File: src/hdl/annealing_accept_and_cooling_macros.svh
// assertion macros for the annealing acceptance block
// no dependencies
`ifndef ANNEALING_ACCEPT_AND_COOLING_MACROS_SVH
`define ANNEALING_ACCEPT_AND_COOLING_MACROS_SVH
`ifndef ASSERT_OFF
`define AAC_ASSERT_IMPL(lbl, clk, rst_n, prop, msg) \
    lbl: assert property (@(posedge clk) disable iff (!rst_n) (prop)) else $error(msg);
`define AAC_ASSERT_NEXT(lbl, clk, rst_n, ante, cons, msg) \
    lbl: assert property (@(posedge clk) disable iff (!rst_n) (ante) |=> (cons)) else $error(msg);
`else
`define AAC_ASSERT_IMPL(lbl, clk, rst_n, prop, msg)
`define AAC_ASSERT_NEXT(lbl, clk, rst_n, ante, cons, msg)
`endif
`endif

File: src/hdl/aac_pkg.sv
// types and constants for the annealing acceptance block
// no dependencies
package aac_pkg;
    typedef enum logic [3:0] {
        S_IDLE, S_CHK, S_DIV, S_SQ_A, S_SQ_B, S_DEC, S_COOL_A, S_COOL_B,
        S_HEAT_A, S_HEAT_B, S_FIN, S_OUT
    } t_state;
    localparam int FACTOR_BITS = 17;
    localparam int ROUND_BITS  = 16;
    localparam int COUNT_BITS  = 17;
    localparam int SQUARINGS   = 16;
    localparam int DRAW_BITS   = 16;
    localparam logic [2:0] REG_START  = 3'd0;
    localparam logic [2:0] REG_MIN    = 3'd1;
    localparam logic [2:0] REG_BOUNCE = 3'd2;
    localparam logic [2:0] REG_COOL   = 3'd3;
    localparam logic [2:0] REG_HEAT   = 3'd4;
    localparam logic [2:0] REG_ROUNDS = 3'd5;
    localparam logic [2:0] REG_REJ    = 3'd6;
endpackage

File: src/hdl/annealing_accept_and_cooling.sv
// annealing acceptance test and temperature schedule, top level; uses aac_pkg and macros file
// when the exponential is needed the result follows 47 restoring divide steps and 16 squarings
// on one shared 32x32 multiplier; both are skipped when the candidate is taken outright or
// the exponent is out of range
// one item at a time; i_stall holds the result
// synchronous active-low reset loads start_temperature and clears the counters
`include "annealing_accept_and_cooling_macros.svh"
module annealing_accept_and_cooling #(
    parameter int COST_BITS      = 10,
    parameter int TEMP_FRAC_BITS = 16
) (
    input  logic                          i_clk,
    input  logic                          i_rst_n,
    input  logic                          i_valid,
    output logic                          o_stall,
    input  logic [COST_BITS-1:0]          i_current_cost,
    input  logic [COST_BITS-1:0]          i_candidate_cost,
    input  logic [aac_pkg::DRAW_BITS-1:0] i_uniform_draw,
    output logic                          o_valid,
    input  logic                          i_stall,
    output logic                          o_accepted,
    output logic [COST_BITS-1:0]          o_kept_cost,
    output logic [TEMP_FRAC_BITS+7:0]     o_temperature_now,
    input  logic                          psel,
    input  logic                          penable,
    input  logic                          pwrite,
    input  logic [4:0]                    paddr,
    input  logic [31:0]                   pwdata,
    output logic [31:0]                   prdata,
    output logic                          pready
);
    localparam int TB = 8 + TEMP_FRAC_BITS;
    localparam int MB = COST_BITS + 5;
    localparam int NB = MB + TEMP_FRAC_BITS + 16;
    localparam int CB = aac_pkg::COUNT_BITS;
    localparam int PB = TB + aac_pkg::FACTOR_BITS;
    localparam logic [TB-1:0] TMAX = {TB{1'b1}};
    localparam logic [CB-1:0] CMAX = {CB{1'b1}};
    localparam logic [TB-1:0] ONE  = TB'(1) << TEMP_FRAC_BITS;
    localparam logic [TB-1:0] START_RST  = TB'(50) << TEMP_FRAC_BITS;
    localparam logic [TB-1:0] BOUNCE_RST = TB'(2) << TEMP_FRAC_BITS;

    aac_pkg::t_state r_state, n_state;
    logic [TB-1:0] r_start, r_min, r_bounce, r_temp, n_temp;
    logic [aac_pkg::FACTOR_BITS-1:0] r_cool, r_heat;
    logic [aac_pkg::ROUND_BITS-1:0] r_rounds, r_rej_lim;
    logic [CB-1:0] r_round, n_round, r_rej, n_rej;
    logic [COST_BITS-1:0] r_cur, r_cand;
    logic [aac_pkg::DRAW_BITS-1:0] r_draw;
    logic [MB-1:0] r_m;
    logic [NB-1:0] r_num;
    logic [TB:0] r_rem;
    logic [NB-1:0] r_quo;
    logic [$clog2(NB+1)-1:0] r_bit;
    logic [32:0] r_z;
    logic [63:0] r_prod;
    logic [4:0] r_sq;
    logic r_acc, n_acc;
    logic r_ovalid;
    logic [TB-1:0] w_r;
    logic w_wr;
    logic [TB:0] w_trial;
    logic [31:0] w_ma, w_mb;
    logic [63:0] w_mul;
    logic [PB-1:0] w_tp;
    logic [TB-1:0] w_sat;

    assign pready = 1'b1;
    assign w_wr = psel && penable && pwrite;
    assign w_r = (r_temp == '0) ? TB'(1) : r_temp;
    assign w_trial = {r_rem[TB-1:0], r_num[NB-1]};
    // shared multiplier: squarings, then cooling and reheat scalings
    assign w_ma = (r_state inside {aac_pkg::S_COOL_A, aac_pkg::S_HEAT_A}) ?
                  32'(r_temp) : r_z[31:0];
    assign w_mb = (r_state == aac_pkg::S_COOL_A) ? 32'(r_cool) :
                  (r_state == aac_pkg::S_HEAT_A) ? 32'(r_heat) : r_z[31:0];
    assign w_mul = 64'(w_ma) * 64'(w_mb);
    assign w_tp = PB'(r_prod) >> 16;
    assign w_sat = (w_tp > PB'(TMAX)) ? TMAX : w_tp[TB-1:0];

    always_comb begin
        case (paddr[4:2])
            aac_pkg::REG_START:  prdata = 32'(r_start);
            aac_pkg::REG_MIN:    prdata = 32'(r_min);
            aac_pkg::REG_BOUNCE: prdata = 32'(r_bounce);
            aac_pkg::REG_COOL:   prdata = 32'(r_cool);
            aac_pkg::REG_HEAT:   prdata = 32'(r_heat);
            aac_pkg::REG_ROUNDS: prdata = 32'(r_rounds);
            aac_pkg::REG_REJ:    prdata = 32'(r_rej_lim);
            default:             prdata = '0;
        endcase
    end

    always_comb begin
        n_state = r_state;
        case (r_state)
            aac_pkg::S_IDLE:   if (i_valid) n_state = aac_pkg::S_CHK;
            aac_pkg::S_CHK: begin
                if (r_cand <= r_cur) n_state = aac_pkg::S_DEC;
                else if (((NB+4)'(r_m) << (TEMP_FRAC_BITS-4)) >= (NB+4)'(w_r))
                    n_state = aac_pkg::S_DEC;
                else n_state = aac_pkg::S_DIV;
            end
            aac_pkg::S_DIV:    if (r_bit == '0) n_state = aac_pkg::S_SQ_A;
            aac_pkg::S_SQ_A:   n_state = aac_pkg::S_SQ_B;
            aac_pkg::S_SQ_B:   n_state = (r_sq == 5'(aac_pkg::SQUARINGS-1)) ?
                                         aac_pkg::S_DEC : aac_pkg::S_SQ_A;
            aac_pkg::S_DEC:    n_state = aac_pkg::S_COOL_A;
            aac_pkg::S_COOL_A: n_state = aac_pkg::S_COOL_B;
            aac_pkg::S_COOL_B: n_state = aac_pkg::S_HEAT_A;
            aac_pkg::S_HEAT_A: n_state = aac_pkg::S_HEAT_B;
            aac_pkg::S_HEAT_B: n_state = aac_pkg::S_FIN;
            aac_pkg::S_FIN:    n_state = aac_pkg::S_OUT;
            aac_pkg::S_OUT:    if (!i_stall) n_state = aac_pkg::S_IDLE;
            default:           n_state = aac_pkg::S_IDLE;
        endcase
    end

    always_comb begin
        o_stall = (r_state != aac_pkg::S_IDLE);
        o_valid = r_ovalid;
        o_accepted = r_acc;
        o_kept_cost = r_acc ? r_cand : r_cur;
        o_temperature_now = r_temp;
    end

    // schedule updates
    always_comb begin
        n_acc = r_acc;
        n_rej = r_rej;
        n_round = r_round;
        n_temp = r_temp;
        case (r_state)
            aac_pkg::S_DEC: begin
                if (r_cand <= r_cur) n_acc = 1'b1;
                else n_acc = r_quo != '0 && r_z[31:0] > {r_draw, 16'd0};
                if (n_acc) n_rej = '0;
                else if (r_rej < CMAX) n_rej = r_rej + 1'b1;
                if (r_round < CMAX) n_round = r_round + 1'b1;
            end
            aac_pkg::S_COOL_B:
                if (r_round > CB'(r_rounds) && r_temp > r_min) begin
                    n_round = '0;
                    n_temp = w_sat;
                end
            aac_pkg::S_HEAT_B:
                if (r_rej > CB'(r_rej_lim)) begin
                    if (r_temp < r_bounce) n_temp = w_sat;
                    n_rej = '0;
                end
            aac_pkg::S_FIN: if (r_temp == '0) n_temp = ONE;
            default: ;
        endcase
        if (w_wr && paddr[4:2] == aac_pkg::REG_START) n_temp = pwdata[TB-1:0];
    end

    always_ff @(posedge i_clk) begin
        if (!i_rst_n) begin
            r_state <= aac_pkg::S_IDLE;
            r_start <= START_RST;
            r_min <= ONE;
            r_bounce <= BOUNCE_RST;
            r_cool <= 17'd64881;
            r_heat <= 17'd72090;
            r_rounds <= 16'd1000;
            r_rej_lim <= 16'd2000;
            r_temp <= START_RST;
            r_round <= '0;
            r_rej <= '0;
            r_ovalid <= 1'b0;
            r_acc <= 1'b0;
        end else begin
            r_state <= n_state;
            r_acc <= n_acc;
            r_rej <= n_rej;
            r_round <= n_round;
            r_temp <= n_temp;
            r_ovalid <= (n_state == aac_pkg::S_OUT);
            if (w_wr) begin
                case (paddr[4:2])
                    aac_pkg::REG_START:  r_start <= pwdata[TB-1:0];
                    aac_pkg::REG_MIN:    r_min <= pwdata[TB-1:0];
                    aac_pkg::REG_BOUNCE: r_bounce <= pwdata[TB-1:0];
                    aac_pkg::REG_COOL:   r_cool <= pwdata[16:0];
                    aac_pkg::REG_HEAT:   r_heat <= pwdata[16:0];
                    aac_pkg::REG_ROUNDS: r_rounds <= pwdata[15:0];
                    aac_pkg::REG_REJ:    r_rej_lim <= pwdata[15:0];
                    default: ;
                endcase
            end
        end
    end

    // datapath
    always_ff @(posedge i_clk) begin
        case (r_state)
            aac_pkg::S_IDLE: if (i_valid) begin
                r_cur <= i_current_cost;
                r_cand <= i_candidate_cost;
                r_draw <= i_uniform_draw;
                r_m <= MB'(i_candidate_cost - i_current_cost) * MB'(20) - MB'(2);
                r_quo <= '0;
                r_z <= '0;
            end
            aac_pkg::S_CHK: begin
                r_num <= NB'(r_m) << (TEMP_FRAC_BITS + 16);
                r_rem <= '0;
                r_bit <= ($clog2(NB+1))'(NB - 1);
                r_sq <= '0;
            end
            aac_pkg::S_DIV: begin
                r_num <= r_num << 1;
                if (w_trial >= {1'b0, w_r}) begin
                    r_rem <= w_trial - {1'b0, w_r};
                    r_quo <= {r_quo[NB-2:0], 1'b1};
                end else begin
                    r_rem <= w_trial;
                    r_quo <= {r_quo[NB-2:0], 1'b0};
                end
                if (r_bit == '0)
                    r_z <= 33'h1_0000_0000 - 33'({r_quo[NB-2:0],
                           w_trial >= {1'b0, w_r}});
                else r_bit <= r_bit - 1'b1;
            end
            aac_pkg::S_SQ_A: r_prod <= (r_z[32]) ? 64'hFFFF_FFFF_FFFF_FFFF : w_mul;
            aac_pkg::S_SQ_B: begin
                r_z <= r_z[32] ? 33'h1_0000_0000 : {1'b0, r_prod[63:32]};
                r_sq <= r_sq + 1'b1;
            end
            aac_pkg::S_COOL_A, aac_pkg::S_HEAT_A: r_prod <= w_mul;
            default: ;
        endcase
    end

    `AAC_ASSERT_IMPL(a_busy_stall, i_clk, i_rst_n, !o_valid || o_stall, "result while idle")
    `AAC_ASSERT_NEXT(a_hold, i_clk, i_rst_n, o_valid && i_stall, o_valid && $stable(o_kept_cost), "result dropped")
    `AAC_ASSERT_IMPL(a_temp_nz, i_clk, i_rst_n, !o_valid || o_temperature_now != '0, "zero temperature out")
endmodule

File: config.mk
export PLATFORM = sky130hd
export DESIGN_NAME = annealing_accept_and_cooling
export DESIGN_NICKNAME = d
export VERILOG_FILES = /design/src/hdl/aac_pkg.sv /design/src/hdl/annealing_accept_and_cooling.sv
export VERILOG_INCLUDE_DIRS = /design/src /design/src/hdl
export SDC_FILE = /design/constraint.sdc
export NUM_CORES = 2
export LEC_CHECK = 0
export ABC_AREA = 0
export BUFFER_PORTS_ARGS = -buffer_cell sky130_fd_sc_hd__buf_2
export CORE_MARGIN = 5
export CORE_UTILIZATION = 51
export DETAILED_ROUTE_END_ITERATION = 8
export PLACE_DENSITY_LB_ADDON = 0.15
export SETUP_SLACK_MARGIN = 0.05
export SLEW_MARGIN = 0
export SYNTH_ARGS = -nofsm -noshare
export SYNTH_HDL_FRONTEND = slang
export SYNTH_SLANG_ARGS = --single-unit
File: constraint.sdc
create_clock -name i_clk -period 11.5 [get_ports i_clk]
set_input_delay 0.575 -clock i_clk [delete_from_list [all_inputs] [get_ports i_clk]]
set_output_delay 0.575 -clock i_clk [all_outputs]
set_load 0.05 [all_outputs]
Word level (Yosys, flattened, before mapping)
Index checks and enable logic that the tools add are counted.
{"block": "totals", "reg_bits": 479, "latch_bits": 0, "ramBits": 0, "mem_bits_ro": 0, "inputBits": 80, "out_inout_bits": 70, "word_cells": 154, "mem_count": 0}
{"block": "classes", "addsub": 8, "n_mul": 2, "n_div": 0, "magnitude_cmp": 11, "n_eq_ne": 30, "shifts": 0, "muxes": 44, "bitwise_logic": 0, "reduce_logical": 35}
{"cell": "2-to-1 mux 24 bit", "n": 8}
{"cell": "case mux 47 bit (2 select lines)", "n": 2}
{"cell": "case mux 24 bit (7 select lines)", "n": 1}
{"cell": "case mux 64 bit (2 select lines)", "n": 1}
{"cell": "2-to-1 mux 33 bit", "n": 3}
{"cell": "case mux 33 bit (3 select lines)", "n": 1}
{"cell": "2-to-1 mux 32 bit", "n": 3}
{"cell": "2-to-1 mux 17 bit", "n": 5}
{"cell": "case mux 24 bit (3 select lines)", "n": 1}
{"cell": "case mux 17 bit (2 select lines)", "n": 2}
{"cell": "multiplier 32 x 32 -> 64 bit", "n": 1}
{"cell": "2-to-1 mux 64 bit", "n": 1}
{"cell": "case mux 24 bit (2 select lines)", "n": 1}
{"cell": "case mux 4 bit (12 select lines)", "n": 1}
{"cell": "2-to-1 mux 47 bit", "n": 1}
{"cell": "nonzero test 47 bit", "n": 1}
{"cell": "adder 17 x 1 -> 17 bit (second input constant)", "n": 2}
{"cell": "greater-than comparator 17 x 16 -> 1 bit", "n": 2}
{"cell": "less-than comparator 17 bit (second input constant)", "n": 2}
{"cell": "subtractor 33 bit (first input constant)", "n": 1}
{"cell": "greater-than comparator 32 bit", "n": 1}
{"cell": ">= comparator 27 x 24 -> 1 bit", "n": 1}
{"cell": ">= comparator 25 x 24 -> 1 bit", "n": 1}
{"cell": "greater-than comparator 25 x 24 -> 1 bit (second input constant)", "n": 1}
{"cell": "other kinds (38)", "n": 86}

Longest topological paths before layout
{"block": "logic_depth", "depth_word": 7, "mapped_depth": 38, "ltp_nobuf": 34}

Worst setup path after synthesis
No wires, ideal clock.
{"block": "synth_timing", "path_type": "reg-to-reg", "start": "reg r_state[0]", "end": "reg r_prod[53] (data pin)", "t_arrival_ns": 8.677, "path_slack_ns": 2.555, "path_stages_with_launch": 33, "period_less_slack_ns": 8.945, "cell_sequence": "dfxtp_1 > or4b_1 > buf_2 > and2_1 > clkbuf_1 > clkbuf_1 > a21oi_1 > clkbuf_1 > nor2_1 > fa_1 > fa_1 > inv_1 > fa_1 > fa_1 > inv_1 > fa_1 > fa_1 > fa_1 > inv_1 > fa_1 > inv_1 > ha_1 > a21o_1 > a21o_1 > a21o_1 > or3b_2 > o211ai_1 > nand2_1 > a41o_1 > or3b_1 > o21ai_1 > xnor2_1 > nand2_1"}
{"block": "synth_between", "elab_chain_len": 6, "elab_cells_between_ends": 11}
{"item": "start: declaration", "line": "annealing_accept_and_cooling.sv:43", "text": "aac_pkg::t_state r_state, n_state;"}
{"item": "start signal: assignment", "line": "annealing_accept_and_cooling.sv:159", "text": "r_state <= aac_pkg::S_IDLE;"}
{"item": "start signal: assignment", "line": "annealing_accept_and_cooling.sv:173", "text": "r_state <= n_state;"}
{"item": "equality test 4 x 3 -> 1 bit or equality test 4 bit (tied branches)"}
{"item": "nonzero test 2 bit or 2-to-1 mux 32 bit (tied branches)", "line": "annealing_accept_and_cooling.sv:73, annealing_accept_and_cooling.sv:76"}
{"item": "2-to-1 mux 32 bit (on tied branches)", "line": "annealing_accept_and_cooling.sv:73, annealing_accept_and_cooling.sv:75"}
{"item": "multiplier 32 x 32 -> 64 bit", "line": "annealing_accept_and_cooling.sv:77", "text": "assign w_mul = 64'(w_ma) * 64'(w_mb);"}
{"item": "2-to-1 mux 64 bit", "line": "annealing_accept_and_cooling.sv:225", "text": "aac_pkg::S_SQ_A: r_prod <= (r_z[32]) ? 64'hFFFF_FFFF_FFFF_FFFF : w_mul;"}
{"item": "case mux 64 bit (2 select lines) (*)", "line": "annealing_accept_and_cooling.sv:196", "text": "case (r_state)"}
{"item": "end signal: assignment", "line": "annealing_accept_and_cooling.sv:225"}
{"item": "end signal: assignment", "line": "annealing_accept_and_cooling.sv:230", "text": "aac_pkg::S_COOL_A, aac_pkg::S_HEAT_A: r_prod <= w_mul;"}
{"item": "end: declaration", "line": "annealing_accept_and_cooling.sv:56", "text": "logic [63:0] r_prod;"}
Mark *: on every way between the ends. The rest lies on a longest branch, timed or not.
A chain may end at the register's enable or synchronous reset.

Worst setup path after layout
{"block": "layout_timing", "start": "reg r_state[0]", "end": "reg r_prod[63] (data pin)"}
The elaborated chain is that of the path after synthesis.

==> flow_summary.json <==
{
  "status": "finished clean",
  "post_cts_buffers": 0,
  "yosys_warnings": 0,
  "finalNetCount": 7746,
  "place.gp.congestion": 0.954,
  "yosysSeqAreaShare": 0.193,
  "clk_latency_ns": 0.60,
  "synth_top_area_frac": 0.321,
  "criticalPathCategory": "reg -> reg",
  "yosys-top-cells-count": "inv_1 (1247), fa_1 (898), nand2_1 (897)",
  "maxSlewViolCount": 0,
  "slew_headroom": 0.107,
  "cts_tree": "built",
  "ys_ff_latch": 428,
  "cap_violations": 0,
  "num-fill-cells": 10175,
  "path_common_cell": "fa_1",
  "ctsHoldBuffers": 0,
  "synthArstFlopShare": 0,
  "grt_overflow": 0,
  "hp-class": "in -> reg",
  "num_vias": 43756,
  "fmax_mhz": 92.5,
  "hold_path.startpoint": "i_uniform_draw[7]",
  "min_path_cells": 1,
  "antenna_found_initial": 5,
  "route.met2.wl_um": 78300,
  "numCtsBuffers": 43,
  "yosysMostFrequentCell": "inv_1",
  "cts-resized-gates": 0,
  "dp_hpwl_um": 131000,
  "fp.dieW_um": 342,
  "grt_use_total": 0.293,
  "rr_startpoint": "r_state[0]$_SDFF_PN0_",
  "grt_pass1_wl_um": 264000,
  "drcViolationCount": 0,
  "drt-met1-wl_um": 70400,
  "drt-total-wl_um": 170000,
  "crit_required_ns": 11.80,
  "ant_nets": 0,
  "cts_buffer_depth": 3,
  "grt_max_degree": 98,
  "synth_ff_type": "edfxtp_1",
  "avgSynthCellArea_um2": 8.81,
  "worstReg2RegEnd": "r_prod[63]$_DFFE_PP_",
  "post-route-period-util": 0.940,
  "start_util": 0.515,
  "critPathMaxStageDelay_ns": 0.92,
  "clkTransAtPathRegs_ns": 0.07,
  "tightest_slew_ns": 1.34,
  "critical-path-top-delay-family": "adder cells",
  "tns_ns": 0,
  "ios": 150,
  "die_y_um": 342,
  "worstSetupEndpointType": "register",
  "cts_root_buffer": "clkbuf_16",
  "worst_ep_arrival_time_ns": 11.11,
  "core_region_area_mm2": 0.109,
  "finalHoldViolCount": 0,
  "routed_via_density": 5.62,
  "setup_violations": 0,
  "skew_ns": 0.0485,
  "dr_wl_met3_um": 13300,
  "synth_edf_count": 226,
  "synth_area_leaders": "fa_1 (32%), edfxtp_1 (12%), ha_1 (9.7%)",
  "cp_max_fo": 18,
  "yosysUniqueCellTypes": 83,
  "die_area_mm2": 0.117,
  "grt_setup_unrepaired": "no",
  "slowest_stage": "o21bai_2",
  "grt_pass1_vias": 44595,
  "reg2regPathDepth": 28,
  "crit_buf_inv": 5,
  "min_period_ns": 10.81,
  "cp-start-kind": "register",
  "firstDrtPassIters": 6,
  "rows": 121,
  "holdPathEnd": "r_draw[7]$_DFFE_PP_",
  "seqCellArea_mm2": 0.0108,
  "port-buffer-count": 130,
  "r2r_setup_slack_ns": 0.69,
  "h-tree-depth": 2,
  "drtIter0Drc": 3748,
  "syn2layout_area_growth_pct": 6.36,
  "top_layer": "met5",
  "drive_gt1_frac": 0.0616,
  "synth_area_mm2": 0.0561,
  "netlist_instances": 6367,
  "clkSinkCount": 428,
  "multi_input_area_mm2": 0.0394,
  "avgRoutedWirePerCell_um": 21.9,
  "yosysTopAreaCell": "fa_1"
}
worst max-delay path by stage:
stage	depth (start not counted)	from	slack [ns]	end
floorplan	32	r_state[0]$_SDFF_PN0_	2.56	r_prod[53]$_DFFE_PP_
global placement	27	r_state[0]$_SDFF_PN0_	0.93	r_prod[63]$_DFFE_PP_
detailed placement	28	r_state[0]$_SDFF_PN0_	0.86	r_prod[63]$_DFFE_PP_
CTS	28	r_state[0]$_SDFF_PN0_	0.83	r_prod[63]$_DFFE_PP_
global route	28	r_state[0]$_SDFF_PN0_	0.34	r_prod[63]$_DFFE_PP_
finish	28	r_state[0]$_SDFF_PN0_	0.69	r_prod[63]$_DFFE_PP_
cell type report:
| cell class | count | share of cell area |
|---|---|---|
| multi-input cells | 4361 | 0.660 |
| flip-flops and latches | 428 | 0.182 |
| inverters | 1249 | 0.0786 |
| well taps | 1414 | 0.0297 |
| repair buffers | 250 | 0.0262 |
| clock buffers | 61 | 0.0204 |
| clock inverters | 17 | 0.00342 |
| diodes | 4 | 0.000168 |
cell families after synthesis:
family / share of synthesized area
AOI/OAI and AO/OA: 0.0872
xor gates and xnor gates: 0.0216
adders and majority gates: 0.418
buffers and inverters: 0.107
DFF: 0.193
muxes: 0.00883
other: 0.000134
and+or+nand+nor: 0.165
per-layer routing:
layer | global-route usage | vias up
li1 | - | 19725
met1 | 0.400 | 21936
met2 | 0.478 | 1736
met3 | 0.0452 | 353
met4 | 0.107 | 6
met5 | 0.00292 | -
state kept, by name, indices dropped and copies added, names as in the netlist, 17 cells and up:
register and flops:
o_temperature_now 24, r_min 24, r_quo 47, r_bounce 24, r_start 24, r_cool 17
r_rej 17, r_round 17, r_z 33, r_prod 48, r_heat 17, r_rem 24
cells in the final DEF (no fill, tap or decap), types with 60 or more instances in the layout:
cell      instances
a21o_1           91
buf_2           130
ha_1            435
o21ai_0         152
edfxtp_1        226
xnor2_1          84
fa_1            898
nor2_1          500
nand2b_1         60
nand3_1          73
a21oi_1         297
inv_1          1246
and2_1          232
nand2_1         897
buf_4           119
dfxtp_1         202
through the flow:
stage	hold slack [ns]	worst slack (ns)	std cells	util	cell area, um^2
floorplan	0.425	2.56	6374	-	56100
global placement	0.439	0.931	7702	0.534	58200
detailed placement	0.440	0.862	7702	0.534	58200
CTS	0.153	0.828	7780	0.547	59600
global route	0.152	0.337	7781	0.547	59600
finish	0.176	0.694	7784	0.547	59700
Power is not shown: default switching activity piles up to over one toggle a cycle in this logic, so the estimate is an artifact.
